### src/design/rne_pkg.sv
package rne_pkg;

	// Largest number that has a numeral
	localparam int unsigned LimitHigh = 3999;

	// ASCII letters of the numerals
	localparam logic [7:0] CH_NONE = 8'h00;
	localparam logic [7:0] CH_I    = 8'h49;
	localparam logic [7:0] CH_V    = 8'h56;
	localparam logic [7:0] CH_X    = 8'h58;
	localparam logic [7:0] CH_L    = 8'h4C;
	localparam logic [7:0] CH_C    = 8'h43;
	localparam logic [7:0] CH_D    = 8'h44;
	localparam logic [7:0] CH_M    = 8'h4D;

	// Digit places, most significant first
	localparam logic [1:0] PL_THOUSANDS = 2'd0;
	localparam logic [1:0] PL_HUNDREDS  = 2'd1;
	localparam logic [1:0] PL_TENS      = 2'd2;
	localparam logic [1:0] PL_UNITS     = 2'd3;

	// Role of one letter within a digit
	typedef enum logic [1:0] {
		SYM_ONE,
		SYM_FIVE,
		SYM_TEN
	} sym_t;

	// Decimal digits and their letter counts, handed to the emitter
	typedef struct packed {
		logic            oor;
		logic            sub;
		logic [3:0][3:0] digits;
		logic [3:0][2:0] lens;
		logic [1:0]      first;
	} rne_item_t;

	// Number of letters that one digit takes
	function automatic logic [2:0] rne_len(input logic [3:0] d, input logic sub);
		logic [2:0] n;
		if (sub && (d == 4'd4 || d == 4'd9)) begin
			n = 3'd2;
		end else if (d >= 4'd5) begin
			n = 3'(d - 4'd4);
		end else begin
			n = d[2:0];
		end
		return n;
	endfunction

	// Role of the letter at a position within a digit
	function automatic sym_t rne_sym(input logic [3:0] d, input logic sub,
	                                 input logic [2:0] pos);
		sym_t s;
		if (sub && d == 4'd4) begin
			s = (pos == 3'd0) ? SYM_ONE : SYM_FIVE;
		end else if (sub && d == 4'd9) begin
			s = (pos == 3'd0) ? SYM_ONE : SYM_TEN;
		end else if (d >= 4'd5 && pos == 3'd0) begin
			s = SYM_FIVE;
		end else begin
			s = SYM_ONE;
		end
		return s;
	endfunction

	// Letter for a role at a digit place
	function automatic logic [7:0] rne_letter(input logic [1:0] place, input sym_t s);
		logic [7:0] ch;
		ch = CH_NONE;
		case (place)
			PL_THOUSANDS: ch = CH_M;
			PL_HUNDREDS: begin
				case (s)
					SYM_ONE:  ch = CH_C;
					SYM_FIVE: ch = CH_D;
					SYM_TEN:  ch = CH_M;
					default:  ch = CH_NONE;
				endcase
			end
			PL_TENS: begin
				case (s)
					SYM_ONE:  ch = CH_X;
					SYM_FIVE: ch = CH_L;
					SYM_TEN:  ch = CH_C;
					default:  ch = CH_NONE;
				endcase
			end
			PL_UNITS: begin
				case (s)
					SYM_ONE:  ch = CH_I;
					SYM_FIVE: ch = CH_V;
					SYM_TEN:  ch = CH_X;
					default:  ch = CH_NONE;
				endcase
			end
			default: ch = CH_NONE;
		endcase
		return ch;
	endfunction

endpackage

### src/design/roman_numeral_encoder.sv
// Roman numeral encoder. Each request carries a 16-bit value and a subtractive
// flag; the block answers with the numeral one ASCII letter per result, the
// final letter marked by last. A value of 0 or above 3999 gives a single
// result with char_code 0, last and out_of_range set. The value goes through
// five pipeline stages (range check, thousands, hundreds, tens and units,
// letter counts) into a letter emitter with a registered output. The emitter
// produces one letter per cycle while the receiver takes them, so a number
// gives as many results as its numeral has letters, from 1 to 18 (additive
// 3999); a new request can be taken every cycle while the pipeline has room,
// and the next number's first letter follows the previous number's last with
// no gap.
module roman_numeral_encoder (
	input  logic        clk,
	input  logic        arst_n,
	input  logic        in_valid,
	output logic        in_ready,
	input  logic [15:0] value,
	input  logic        subtractive,
	output logic        out_valid,
	input  logic        out_ready,
	output logic [7:0]  char_code,
	output logic        last,
	output logic        out_of_range
);
	import rne_pkg::*;

	logic        v_s1, v_s2, v_s3, v_s4, v_s5;
	logic        en1, en2, en3, en4, en5;
	logic        take;

	logic [11:0] val_s1;
	logic        oor_s1, sub_s1;

	logic [1:0]  th_s2;
	logic [9:0]  rem_s2;
	logic        oor_s2, sub_s2;

	logic [3:0]  th_s3, hu_s3;
	logic [6:0]  rem_s3;
	logic        oor_s3, sub_s3;

	logic [3:0]  th_s4, hu_s4, te_s4, un_s4;
	logic        oor_s4, sub_s4;

	rne_item_t   item_s5;

	logic [1:0]  th_c;
	logic [11:0] th_sub;
	logic [15:0] hu_prod;
	logic [3:0]  hu_c;
	logic [10:0] hu_mul;
	logic [13:0] te_prod;
	logic [3:0]  te_c;
	logic [7:0]  te_mul;
	rne_item_t   item_c;

	// Stall chain: a stage moves when it is empty or its content moves on
	assign en5      = !v_s5 || take;
	assign en4      = !v_s4 || en5;
	assign en3      = !v_s3 || en4;
	assign en2      = !v_s2 || en3;
	assign en1      = !v_s1 || en2;
	assign in_ready = en1;

	always_ff @(posedge clk or negedge arst_n) begin
		if (!arst_n) begin
			v_s1 <= 1'b0;
			v_s2 <= 1'b0;
			v_s3 <= 1'b0;
			v_s4 <= 1'b0;
			v_s5 <= 1'b0;
		end else begin
			if (en1) v_s1 <= in_valid;
			if (en2) v_s2 <= v_s1;
			if (en3) v_s3 <= v_s2;
			if (en4) v_s4 <= v_s3;
			if (en5) v_s5 <= v_s4;
		end
	end

	// Stage 1: range check
	always_ff @(posedge clk) begin
		if (en1) begin
			val_s1 <= value[11:0];
			sub_s1 <= subtractive;
			oor_s1 <= (value == 16'd0) || (value > 16'(LimitHigh));
		end
	end

	// Stage 2: thousands digit by compare, an in-range value is below 4000
	always_comb begin
		if (val_s1 >= 12'd3000) begin
			th_c   = 2'd3;
			th_sub = 12'd3000;
		end else if (val_s1 >= 12'd2000) begin
			th_c   = 2'd2;
			th_sub = 12'd2000;
		end else if (val_s1 >= 12'd1000) begin
			th_c   = 2'd1;
			th_sub = 12'd1000;
		end else begin
			th_c   = 2'd0;
			th_sub = 12'd0;
		end
	end

	always_ff @(posedge clk) begin
		if (en2) begin
			th_s2  <= th_c;
			rem_s2 <= 10'(val_s1 - th_sub);
			oor_s2 <= oor_s1;
			sub_s2 <= sub_s1;
		end
	end

	// Stage 3: hundreds by reciprocal, exact below 1000
	always_comb begin
		hu_prod = 16'(rem_s2) * 16'd41;
		hu_c    = hu_prod[15:12];
		hu_mul  = 11'(hu_c) * 11'd100;
	end

	always_ff @(posedge clk) begin
		if (en3) begin
			th_s3  <= {2'b00, th_s2};
			hu_s3  <= hu_c;
			rem_s3 <= 7'(11'(rem_s2) - hu_mul);
			oor_s3 <= oor_s2;
			sub_s3 <= sub_s2;
		end
	end

	// Stage 4: tens by reciprocal, exact below 100; units as remainder
	always_comb begin
		te_prod = 14'(rem_s3) * 14'd103;
		te_c    = te_prod[13:10];
		te_mul  = 8'(te_c) * 8'd10;
	end

	always_ff @(posedge clk) begin
		if (en4) begin
			th_s4  <= th_s3;
			hu_s4  <= hu_s3;
			te_s4  <= te_c;
			un_s4  <= 4'(8'(rem_s3) - te_mul);
			oor_s4 <= oor_s3;
			sub_s4 <= sub_s3;
		end
	end

	// Stage 5: letter counts per digit and the first digit that writes any
	always_comb begin
		item_c.oor       = oor_s4;
		item_c.sub       = sub_s4;
		item_c.digits[0] = th_s4;
		item_c.digits[1] = hu_s4;
		item_c.digits[2] = te_s4;
		item_c.digits[3] = un_s4;
		for (int j = 0; j < 4; j++) begin
			item_c.lens[j] = rne_len(item_c.digits[j], sub_s4);
		end
		item_c.first = PL_UNITS;
		for (int j = 3; j >= 0; j--) begin
			if (item_c.lens[j] != 3'd0) begin
				item_c.first = 2'(j);
			end
		end
	end

	always_ff @(posedge clk) begin
		if (en5) begin
			item_s5 <= item_c;
		end
	end

	rne_emit u_emit (
		.clk          (clk),
		.arst_n       (arst_n),
		.item_valid   (v_s5),
		.item         (item_s5),
		.item_take    (take),
		.out_valid    (out_valid),
		.out_ready    (out_ready),
		.char_code    (char_code),
		.last         (last),
		.out_of_range (out_of_range)
	);

endmodule

### src/design/rne_emit.sv
module rne_emit (
	input  logic                clk,
	input  logic                arst_n,
	input  logic                item_valid,
	input  rne_pkg::rne_item_t  item,
	output logic                item_take,
	output logic                out_valid,
	input  logic                out_ready,
	output logic [7:0]          char_code,
	output logic                last,
	output logic                out_of_range
);
	import rne_pkg::*;

	logic       busy_q;
	rne_item_t  item_q;
	logic [1:0] place_q;
	logic [2:0] pos_q;

	logic       out_v_q;
	logic [7:0] char_q;
	logic       last_q;
	logic       oor_q;

	logic       out_free;
	logic       emit;
	logic [3:0] cur_d;
	logic [2:0] cur_len;
	logic       end_dig;
	logic       found;
	logic [1:0] nxt;
	logic       done;
	logic [7:0] letter;

	// Current letter and where the walk goes next
	always_comb begin
		out_free = !out_v_q || out_ready;
		emit     = busy_q && out_free;
		cur_d    = item_q.digits[place_q];
		cur_len  = item_q.lens[place_q];
		end_dig  = (pos_q + 3'd1) == cur_len;
		letter   = rne_letter(place_q, rne_sym(cur_d, item_q.sub, pos_q));
		found    = 1'b0;
		nxt      = place_q;
		for (int j = 3; j >= 0; j--) begin
			if (j > int'(place_q) && item_q.lens[j] != 3'd0) begin
				found = 1'b1;
				nxt   = 2'(j);
			end
		end
		done      = item_q.oor || (end_dig && !found);
		item_take = item_valid && (!busy_q || (emit && done));
	end

	// Hold the request being spelt out, advance letter by letter
	always_ff @(posedge clk or negedge arst_n) begin
		if (!arst_n) begin
			busy_q <= 1'b0;
		end else if (item_take) begin
			busy_q <= 1'b1;
		end else if (emit && done) begin
			busy_q <= 1'b0;
		end
	end

	always_ff @(posedge clk) begin
		if (item_take) begin
			item_q  <= item;
			place_q <= item.first;
			pos_q   <= 3'd0;
		end else if (emit) begin
			if (end_dig) begin
				place_q <= nxt;
				pos_q   <= 3'd0;
			end else begin
				pos_q <= pos_q + 3'd1;
			end
		end
	end

	// Output register, drop valid once taken
	always_ff @(posedge clk or negedge arst_n) begin
		if (!arst_n) begin
			out_v_q <= 1'b0;
		end else if (emit) begin
			out_v_q <= 1'b1;
		end else if (out_ready) begin
			out_v_q <= 1'b0;
		end
	end

	always_ff @(posedge clk) begin
		if (emit) begin
			char_q <= item_q.oor ? CH_NONE : letter;
			last_q <= done;
			oor_q  <= item_q.oor;
		end
	end

	assign out_valid    = out_v_q;
	assign char_code    = char_q;
	assign last         = last_q;
	assign out_of_range = oor_q;

endmodule

### config.mk
export PLATFORM = sky130hd
export DESIGN_NAME = roman_numeral_encoder
export DESIGN_NICKNAME = d
export VERILOG_FILES = /design/src/design/rne_pkg.sv /design/src/design/roman_numeral_encoder.sv /design/src/design/rne_emit.sv
export SDC_FILE = /design/constraint.sdc
export NUM_CORES = 1
export LEC_CHECK = 0
export ABC_AREA = 1
export BUFFER_PORTS_ARGS = -buffer_cell sky130_fd_sc_hd__buf_2
export CAP_MARGIN = 5
export CORE_ASPECT_RATIO = 1.2
export CORE_UTILIZATION = 25
export DETAILED_ROUTE_END_ITERATION = 7
export PLACE_DENSITY = 0.46
export SLEW_MARGIN = 20
export SYNTH_ARGS = -nofsm -noshare
export SYNTH_HDL_FRONTEND = slang
export SYNTH_SLANG_ARGS = --single-unit
### constraint.sdc
create_clock -name clk -period 4.5 [get_ports clk]
set_input_delay 0.675 -clock clk [delete_from_list [all_inputs] [get_ports clk]]
set_output_delay 0.675 -clock clk [all_outputs]
set_load 0.01 [all_outputs]
== Yosys cells after proc, flatten, opt, wreduce, memory -nomap -nowiden ==
Index checks and enable logic that the tools add are counted.

* Register bits: 139
* Latch bits: 0
* RAM bits: 0
* ROM bits: 0
* Input port bits: 21
* Word-level logic and storage cells: 183
* Memories: 0

* $add $sub $neg: 8
* $mul: 4
* Divide/modulo/power cells: 0
* Magnitude comparators: 13
* Eq/ne operators: 14
* Shift operators: 0
* Mux-type cells: 40
* Bitwise gates (word level): 0
* Reductions and logical operators: 51

{| class="wikitable"
|+ Operators with widths
! operator !! number
|-
| one-hot mux 7 bit (3 select lines) || 3
|-
| one-hot mux 8 bit (4 select lines) || 1
|-
| two-way mux 10 bit || 3
|-
| two-way mux 3 bit || 8
|-
| two-way mux 2 bit || 9
|-
| nonzero test 3 bit || 6
|-
| equality test 4 x 3 -> 1 bit, second input constant || 4
|-
| equality test 4 bit, second input constant || 4
|-
| >= comparator 4 x 3 -> 1 bit, second input constant || 4
|-
| greater-than comparator 16 x 12 -> 1 bit, second input constant || 1
|-
| zero test 16 bit || 1
|-
| multiplier 10 x 6 -> 16 bit, second input constant || 1
|-
| multiplier 7 x 7 -> 14 bit, second input constant || 1
|-
| logical AND 1 bit || 13
|-
| two-way mux 1 bit || 13
|-
| >= comparator 12 x 10 -> 1 bit, second input constant || 1
|-
| >= comparator 12 x 11 -> 1 bit, second input constant || 1
|-
| >= comparator 12 bit, second input constant || 1
|-
| logical OR 1 bit || 12
|-
| subtractor 10 bit || 1
|-
| subtractor 3 bit, second input constant || 3
|-
| binary-select mux 4 bit (select 2 bit) || 1
|-
| zero test 1 bit || 8
|-
| nonzero test 2 bit || 4
|-
| 20 further kinds || 26
|}

== Longest topological paths before layout ==
* Word-level depth: 16
* Mapped depth: 22
* Depth with buffers taken out: 22

== Cells and area by module ==
Synthesis repeated with hierarchy kept, for this count alone.

* Cells, all modules: 689
* Area total of the unflattened synthesis: 7569.8 um^2

{| class="wikitable"
|+ By module, submodules not included
! module !! times used !! cells each !! area an instance (um^2) !! seq. area each (um^2)
|-
| roman_numeral_encoder || 1 || 476 || 5416.4 || 2707.6
|-
| rne_emit || 1 || 213 || 2153.3 || 1311.3
|}

== Worst setup path before layout ==
Ideal clock, no wire load.

* Kind: reg2reg
* From: reg rem_s3[2]
* To: reg un_s4[3] (data pin)
* Arrival: 3937 ps
* Required time: 4237 ps
* Slack: 301 ps
* Cell stages (with the launch flop): 18
* Path buffers: 0
* Path through: edfxtp_1 ha_1 inv_1 fa_1 inv_1 fa_1 ha_1 ha_1 a21oi_1 o21a_1 nand3_1 nand2_1 ha_1 inv_1 fa_1 xnor2_1 xor2_1 xor2_1

* Cells in the longest elaborated chain, start to end: 3

{| class="wikitable"
|+ Ends and longest elaborated chain
! what !! line !! text
|-
| start, declared || roman_numeral_encoder.sv:39 || <nowiki>logic [6:0] rem_s3;</nowiki>
|-
| start signal, assigned || roman_numeral_encoder.sv:127 || <nowiki>rem_s3 <= 7'(11'(rem_s2) - hu_mul);</nowiki>
|-
| multiplier 7 x 7 -> 14 bit || roman_numeral_encoder.sv:135 || <nowiki>te_prod = 14'(rem_s3) * 14'd103;</nowiki>
|-
| multiplier 4 x 3 -> 3 bit || roman_numeral_encoder.sv:137 || <nowiki>te_mul = 8'(te_c) * 8'd10;</nowiki>
|-
| named net te_mul[1] || roman_numeral_encoder.sv:54 || <nowiki>logic [7:0] te_mul;</nowiki>
|-
| subtractor 4 bit || roman_numeral_encoder.sv:145 || <nowiki>un_s4 <= 4'(8'(rem_s3) - te_mul);</nowiki>
|-
| end signal, assigned || roman_numeral_encoder.sv:145 ||
|-
| end, declared || roman_numeral_encoder.sv:42 || <nowiki>logic [3:0] th_s4, hu_s4, te_s4, un_s4;</nowiki>
|}

The timed path passes the listed nets, and every way through them passes these cells.
A chain may end at the register's enable or synchronous reset.

== Worst setup path after layout ==
* From: reg rem_s3[1]
* To: reg un_s4[3] (data pin)

Same word-level chain as after synthesis.

==> out/qor.txt <==
HP Class: input port to asynchronous set/reset pin
DP Area: 7930 um2
Final Setup Violations: 0
Fin Setup TNS: 0 ns
Max_cap viols: 0
Library cells used by synthesis: 43
Die Y-Extent: 189 um
Clock skew: 0.00715 ns
Core Area: 28700 um2
Layout net count: 834
Cts bufs inserted: 17
Number of synthesized flops with an enable pin: 121
Design area: 8700 um2
Status: complete, no violations
Final wirelength: 13.4 mm
Final-report max-slew violation count: 0
Clk slew on worst S/H paths: 0.06 ns
Initial antenna violation count: 0
Final Hold Viols: 0
Relative slew slack: 32.4%
F_max: 230 MHz
Via density: 4.11
Number of buffers inserted by port buffering: 30
Synth warn: 0
Min Tclk post-route: 4.34 ns
Die area: 29800 um2
Avg WL per Cell: 12.1 um
Area Growth Syn to Fin: 19.5%
Most frequent cells in the layout: edfxtp_1, nand2_1, inv_1
Layout cells sized above 1: 15.0%
First-pass DRT Iterations: 5
CTS tree: yes
Required @ worst endpoint: 4.66 ns
Total I/O pin count: 33
Number of global-route vias before repair: 4593
First-pass GRT wire length: 22.5 mm
Most common cell after layout, fill and taps aside: edfxtp_1
Placed Cells: 1064
# DRC: 0
Layout fillers: 2936
Routability cong.: 0.813
Mapped Area: 7280 um2
Post-synthesis sequential area ratio: 53.1%
Starting Density: 25.4%
Hpwl dp: 10.5 mm
Total Routing Usage GR: 9.83%
# rows: 68
Final hold slack: 0.0899 ns
Die width: 158 um
CP Capture Type: flip-flop
Fin cells: 1107
Max Root-Sink Buffers: 2
Asr flop ratio synth: 5.34%
Ys flop type: edfxtp_1
Mean area per synthesized cell: 11.3 um2
H-tree depth: 4
Pin count of the biggest net entering global routing: 30
Crit path max fanout: 3
Fin crit share: 96.5%
Seq cells post-synth: 131
Global route overflow: 0
DR iter-0 viols: 191
Tightest Pin Transition: 1.01 ns
Post-route ant nets: 0
Critical path class: flip-flop to flip-flop
Nature of the critical path startpoint: flip-flop
# diodes: 0
Via Count: 4549
Syn Inst Count: 646
CTS sink cnt: 131
Crit path DAT: 4.50 ns
Clock root buffer: clkbuf_16
Clk_lat worst skew: 0.41 ns
[cells by family (layout without fill, tap and decap cells)]
logic type | count (synthesis) | count (layout) | share of synthesized area (%)
other | 1 | 2 | 0.0515
XOR/XNOR | 19 | 19 | 2.28
AND/OR/NAND/NOR | 221 | 221 | 14.0
buffers and inverters | 103 | 178 | 5.65
flip-flops | 131 | 131 | 53.1
AO/OA/AOI/OAI | 67 | 67 | 5.50
adder cells (fa/ha/maj) | 104 | 104 | 19.4
[critical path, stage by stage, from the launching register on]
cell and delay [ns]:
edfxtp_1 0.39, buf_4 0.16, ha_4 0.25, inv_1 0.05, fa_1 0.54, inv_1 0.06
fa_1 0.58, ha_4 0.22, ha_4 0.25, a21oi_2 0.16, o21a_1 0.15, nand3_1 0.07
nand2_1 0.13, ha_1 0.16, inv_1 0.05, fa_1 0.40, xnor2_2 0.16, xor2_1 0.17
xor2_1 0.14
[sequential cells by signal, summed over array words and instances (netlist names), 2 cells and up]
name and cells:
te_s4 4, u_emit.char_code 6, u_emit.place_q 2, val_s1 12, rem_s2 10, un_s4 4
u_emit.item_q 25, item_s5 27, hu_s3 4, th_s3 2, th_s2 2, rem_s3 7
u_emit.pos_q 3, hu_s4 4, th_s4 2
[through the flow]
stage	worst slack (ns)	util (%)
floorplan	0.301	-
global placement	0.172	27.6
detailed placement	0.0979	27.6
CTS	0.0865	29.8
global route	-0.0591	30.4
finish	0.159	30.4
[cell type report]
class	instances	area (um2)	area share (%)
timing repair buffer	47	278	3.19
multi-input combinational	413	3090	35.5
sequential	131	3870	44.5
clock buffer	18	429	4.93
clock inverter	14	179	2.06
tap	385	482	5.53
inverter	99	374	4.30
[synthesized netlist by cell type, drive strengths merged (2+ instances only)]
master   number  share of area (%)
edfxtp      121                 50
nand2       120                6.7
inv          99                5.1
ha           89                 15
nand3        43                3.0
a21oi        34                2.4
nor2         32                1.9
fa           15                4.1
xor2         15                1.8
o21ai        14                1.0
nor3         10               0.82
dfrtp         7                2.4
nand4         6               0.72
nor4          5               0.43
or2           5               0.43
buf           4               0.52
o21a          4               0.41
xnor2         4               0.48
a211oi        3               0.38
a21o          3               0.31
dfxtp         3               0.82
o2111ai       2               0.24
o31ai         2               0.21
[timing repair]
item | in CTS | in global routing
gates resized for setup | 0 | 10
setup buffers | 0 | 11
hold buffers | 0 | 0
endpoints found under the setup margin | 0 | 1
[per-layer routing]
metal / global-route usage [%] / up-vias / share of wire [%] / wire length [um]
met5: 0 / - / 0 / 0
met4: 3.73 / 0 / 1.9 / 252
met3: 2.36 / 18 / 2.3 / 311
met2: 18.0 / 59 / 55 / 7330
met1: 10.8 / 2125 / 41 / 5530
li1: - / 2347 / - / -
[final timing paths]
| path | from | to | slack (ns) | cells after the start |
|---|---|---|---|---|
| max reg2reg | rem_s3[1]$_DFFE_PP_ | un_s4[3]$_DFFE_PP_ | 0.16 | 18 |
| min in group clk | item_s5[22]$_DFFE_PP_ | u_emit.item_q[22]$_DFFE_PP_ | 0.41 | 0 |
| max | rem_s3[1]$_DFFE_PP_ | un_s4[3]$_DFFE_PP_ | 0.16 | 18 |
| min reg2reg | item_s5[22]$_DFFE_PP_ | u_emit.item_q[22]$_DFFE_PP_ | 0.41 | 0 |
| min | arst_n | u_emit.out_valid$_DFFE_PN0P_ | 0.09 | 1 |
| max in group asynchronous | arst_n | v_s5$_DFFE_PN0P_ | 4.24 | 1 |
Power is left out: the tool's default activity adds up to more than one toggle a clock period on the data nets, which glitch-free logic cannot reach.
